$ cat config.mk
export PLATFORM = sky130hd
export DESIGN_NAME = mwprc_decode
export DESIGN_NICKNAME = d
export VERILOG_FILES = /design/src/sv/mwprc_pkg.sv /design/src/sv/mwprc_decode.sv
export SDC_FILE = /design/constraint.sdc
export NUM_CORES = 1
export LEC_CHECK = 0
export BUFFER_PORTS_ARGS = -buffer_cell sky130_fd_sc_hd__buf_2
export CAP_MARGIN = 20
export CORE_AREA = 3 3 57 69
export DETAILED_ROUTE_END_ITERATION = 10
export DIE_AREA = 0 0 60 72
export GPL_TIMING_DRIVEN = 0
export SKIP_LAST_GASP = 1
export SLEW_MARGIN = 30
export SYNTH_ARGS = -nofsm -noshare
export SYNTH_HDL_FRONTEND = slang
export SYNTH_SLANG_ARGS = --single-unit
$ cat constraint.sdc
create_clock -name vclk -period 2.47
set_clock_uncertainty 0.1 [all_clocks]
set_input_delay 0.247 -clock vclk [all_inputs]
set_output_delay 0.247 -clock vclk [all_outputs]
set_load 0.01 [all_outputs]
$ cat src/sv/mwprc_pkg.sv
// mwprc_pkg: shared types and constants for the window page RAM controller
// no dependencies; used by the interfaces, the decoder and the top level
`default_nettype none

package mwprc_pkg;

  // page RAM size and derived address width
  localparam int RAM_BYTES = 2048;
  localparam int RamAw     = $clog2(RAM_BYTES);

  // window pages (upper address byte)
  localparam logic [7:0] WIN_LO_PAGE = 8'hCC;
  localparam logic [7:0] WIN_HI_PAGE = 8'hCE;

  // window offsets
  localparam logic [9:0] OFF_IWM_RST   = 10'h040;
  localparam logic [9:0] OFF_DRV_ON    = 10'h080;
  localparam logic [9:0] OFF_DRV_ON_E  = 10'h09F;
  localparam logic [9:0] OFF_DRV_OFF   = 10'h0C0;
  localparam logic [9:0] OFF_DRV_OFF_E = 10'h0DF;
  localparam logic [9:0] OFF_RAM       = 10'h200;
  localparam logic [9:0] OFF_RAM_E     = 10'h21F;
  localparam logic [9:0] OFF_RAM_ADV   = 10'h220;
  localparam logic [9:0] OFF_RAM_ADV_E = 10'h23F;
  localparam logic [9:0] OFF_SEL0      = 10'h240;
  localparam logic [9:0] OFF_SEL0_E    = 10'h25F;
  localparam logic [9:0] OFF_SEL1      = 10'h260;
  localparam logic [9:0] OFF_SEL1_E    = 10'h27F;
  localparam logic [9:0] OFF_CUR_CLR   = 10'h2A0;

  localparam int CursorStep = 32;

  typedef enum logic [1:0] {
    CMD_READ   = 2'd0,
    CMD_WRITE  = 2'd1,
    CMD_TOGGLE = 2'd2,
    CMD_NONE   = 2'd3
  } cmd_e;

  // architectural state that carries from item to item
  typedef struct packed {
    logic             bank;
    logic [RamAw-1:0] cursor;
    logic             head;
    logic             int_drive;
    logic             sel35;
  } ctl_state_t;

  // per-item actions from the decoder
  typedef struct packed {
    logic             handled;
    logic             ram_rd;
    logic             ram_wr;
    logic [RamAw-1:0] ram_idx;
    logic             iwm_pulse;
    logic             fbus_rd;
  } ctl_act_t;

endpackage

`default_nettype wire

$ cat src/sv/mwprc_decode.sv
// mwprc_decode: window decode, next control state and RAM action for one item
// depends on mwprc_pkg
`default_nettype none

module mwprc_decode (
  input  wire logic                   enh_i,
  input  wire logic [1:0]             cmd_i,
  input  wire logic [15:0]            addr_i,
  input  wire mwprc_pkg::ctl_state_t  st_i,
  output mwprc_pkg::ctl_state_t       st_o,
  output mwprc_pkg::ctl_act_t         act_o
);
  import mwprc_pkg::*;

  logic             active;
  logic [9:0]       off;
  logic [RamAw:0]   idx_sum;
  logic [RamAw:0]   adv_sum;
  logic [RamAw-1:0] idx;
  logic [RamAw-1:0] cur_adv;

  // window hit and offset (both windows line up with address bits 9:0)
  assign active = enh_i && st_i.bank &&
                  ((addr_i[15:8] == WIN_LO_PAGE) || (addr_i[15:8] == WIN_HI_PAGE));
  assign off    = addr_i[9:0];

  // ram index with wrap at the RAM size
  assign idx_sum = {1'b0, st_i.cursor} + (RamAw+1)'(off[4:0]);
  assign idx     = (idx_sum >= (RamAw+1)'(RAM_BYTES)) ?
                   RamAw'(idx_sum - (RamAw+1)'(RAM_BYTES)) : idx_sum[RamAw-1:0];

  // cursor advance by one page, back to zero at the end
  assign adv_sum = {1'b0, st_i.cursor} + (RamAw+1)'(CursorStep);
  assign cur_adv = (adv_sum >= (RamAw+1)'(RAM_BYTES)) ? '0 : adv_sum[RamAw-1:0];

  // command decode
  always_comb begin
    st_o          = st_i;
    act_o         = '0;
    act_o.ram_idx = idx;
    case (cmd_e'(cmd_i))
      CMD_READ: begin
        if (active) begin
          act_o.handled = 1'b1;
          if (off inside {[OFF_RAM:OFF_RAM_E]}) begin
            act_o.ram_rd = 1'b1;
          end else if (off inside {[OFF_RAM_ADV:OFF_RAM_ADV_E]}) begin
            act_o.ram_rd = 1'b1;
            st_o.cursor  = cur_adv;
          end else begin
            act_o.fbus_rd = 1'b1;
            if (off inside {[OFF_SEL0:OFF_SEL0_E]}) begin
              st_o.head = 1'b0;
            end else if (off inside {[OFF_SEL1:OFF_SEL1_E]}) begin
              st_o.head = 1'b1;
            end else if (off == OFF_CUR_CLR) begin
              st_o.cursor = '0;
            end
          end
        end
      end
      CMD_WRITE: begin
        if (active) begin
          act_o.handled = 1'b1;
          if (off == OFF_IWM_RST) begin
            act_o.iwm_pulse = 1'b1;
          end else if (off inside {[OFF_DRV_ON:OFF_DRV_ON_E]}) begin
            st_o.int_drive = 1'b1;
          end else if (off inside {[OFF_DRV_OFF:OFF_DRV_OFF_E]}) begin
            st_o.int_drive = 1'b0;
          end else if (off inside {[OFF_RAM:OFF_RAM_E]}) begin
            act_o.ram_wr = 1'b1;
          end else if (off inside {[OFF_RAM_ADV:OFF_RAM_ADV_E]}) begin
            act_o.ram_wr = 1'b1;
            st_o.cursor  = cur_adv;
          end else if (off inside {[OFF_SEL0:OFF_SEL0_E]}) begin
            st_o.sel35 = 1'b0;
          end else if (off inside {[OFF_SEL1:OFF_SEL1_E]}) begin
            st_o.sel35 = 1'b1;
          end else if (off == OFF_CUR_CLR) begin
            st_o.cursor = '0;
          end
        end
      end
      CMD_TOGGLE: begin
        st_o.bank = ~st_i.bank;
        if (st_i.bank) begin
          st_o.cursor    = '0;
          st_o.int_drive = 1'b0;
          st_o.sel35     = 1'b0;
        end
      end
      default: begin
      end
    endcase
  end

endmodule

`default_nettype wire

==> metrics <==
register area=0 um2; Site Rows=23; Mapped Cells=149; Crit Path Max Fanout=7; post-DR vias/cell=5.319; filler instances=366; Final period util=92.28%; Setup TNS Final=0 ns; Core Util, Final=40.97%; GPL Wtd Cong=0.8638; fin nets=261; max-cap violations=0; sequential share of the synthesized area=0%; Final Critical Period=2.279 ns; Pre-Repair DR Iteration Count=4; Slew HR=64.33%; worst endpoint data arrival time=1.93 ns; Ports=65; ANT cells=0; crit end category=output port; total power=0.2429 mW; drt drc=0; layout sequential cell count=0; Final Max Tran Viols=0; post-route ant nets=0; P per Cell Area=177.6 mW/mm2; HPWL after DPL=2629 um; Initial Utilization=29.54%; vias in the first global route=1232; most common cell after layout, fill and taps aside=buf_2; Die Area=0.004320 mm2; total number of vias=1335; Core Region=0.003338 mm2; die height=72 um; fraction of layout cells with a size suffix above 1=35.51%; final hold viol count=0; fmax=438.7 MHz; most frequent cells in the layout=buf_2 (66), inv_1 (15), nand2_1 (12), nor2_1 (11); critical setup path kind=input pin to output port; status=complete, no violations; Pleak=0.6924 nW; syn_nets=194; VDD IR max=93.88 uV; syn_area_per_cell=6.617 um2; First DRT Iteration DRCs=52; total grt overflow=0; crit start category=input pin; Yosys Warn Count=0; GRT Resource Usage Total=14.14%; Slowest Stage Delay on Critical Path=0.39 ns; final setup fails=0; Multi-input gate area=927.1 um2; RSZ-0062 raised after global routing=true; synthesized area=985.9 um2; WP data required=2.12 ns; first-pass GRT wire length=5140 um; WL/cell=12.50 um; initial antenna violation count=0; Worst Hold Class=input pin to output port; die width=60 um; Placed Instances=251; Critical Path, Cell by Cell=buf_2 > ha_2 > and3_1 > and3_1 > o41ai_1 > a2111oi_0 > nor3_1 > buf_2; I/O Buffers=65; Worst-Margin Slew=0.5339 ns; Worst path slowest cell=a2111oi_0; drt total wl=3138 um; synth-to-layout area growth=38.71%; Netlist cell types=45; non-filler cells in the finished layout=251; largest net degree at the start of global routing=11; CLK BUF=0
critical path, delay by kind of cell:
| kind | cells | cell delay [ns] |
|---|---|---|
| AOI/OAI and AO/OA | 2 | 0.50 |
| adders and majority gates | 1 | 0.26 |
| buffers and inverters | 2 | 0.30 |
| and+or+nand+nor | 3 | 0.62 |
timing repair:
item / 4_1_cts / 5_1_grt
setup endpoints to repair: 0 / 9
hold buffers: 0 / 0
buffers inserted: 0 / 0
resized for setup: 0 / 4
report_power, final:
group | internal [mW] | switching [mW]
Clock | 0 | 0
Combinational | 0.106 | 0.137
Sequential | 0 | 0
Yosys cell counts, types with 2 or more instances:
cell | instances | area share, %
o311ai_0 | 2 | 1.8
nor3b_1 | 2 | 1.5
and2_1 | 3 | 1.9
ha_1 | 10 | 13
o211ai_1 | 2 | 1.5
o21ai_0 | 9 | 4.6
nor2_1 | 11 | 4.2
nor3_1 | 6 | 3.0
o2111ai_1 | 2 | 1.8
nand3_1 | 9 | 4.6
inv_1 | 15 | 5.7
and3_1 | 5 | 3.2
nand2_1 | 12 | 4.6
a21o_1 | 2 | 1.5
xnor2_1 | 6 | 5.3
o31ai_1 | 6 | 4.6
a21oi_1 | 7 | 3.6
nand4_1 | 5 | 3.2
nand2b_1 | 3 | 1.9
nor2b_1 | 7 | 4.4
cells by family (layout without fill, tap and decap cells):
logic type | Yosys count | after routing | share of synthesized area (%)
muxes | 1 | 1 | 1.142
AOI/OAI and AO/OA | 40 | 40 | 28.68
and+or+nand+nor | 73 | 73 | 42.26
xor gates and xnor gates | 7 | 7 | 6.218
buffers and inverters | 17 | 82 | 6.979
adders and majority gates | 11 | 11 | 14.72
layer usage:
| metal | global-route usage, % | vias to the layer above | part of all wire [%] |
|---|---|---|---|
| li1 | - | 687 | - |
| met1 | 19.64 | 593 | 45 |
| met2 | 24.40 | 52 | 46 |
| met3 | 0.7117 | 3 | 8.2 |
| met4 | 1.724 | 0 | 0.83 |
| met5 | 0 | - | 0 |
through the flow:
step	area (um2)	setup WS, ns	hold slack, ns
finish	1368	0.1906	0.6885
detailed placement	1358	0.04485	0.6889
CTS	1358	0.04406	0.6910
global placement	1358	0.08958	0.6856
global route	1368	-0.01218	0.7112
floorplan	985.9	0.4431	0.4741
final timing paths:
path,from,end,slack [ns],cells after the start
hold / removal,st_i[14],st_o[14],0.69,3
setup / recovery,st_i[8],st_o[11],0.19,8
area by class of cell:
class	count	area share [%]
buffer	2	0.9149
inverter	15	4.117
timing repair buffer	65	23.79
multi-input combinational	132	67.80
tap	37	3.385
Power figures use the tool's default switching activity.
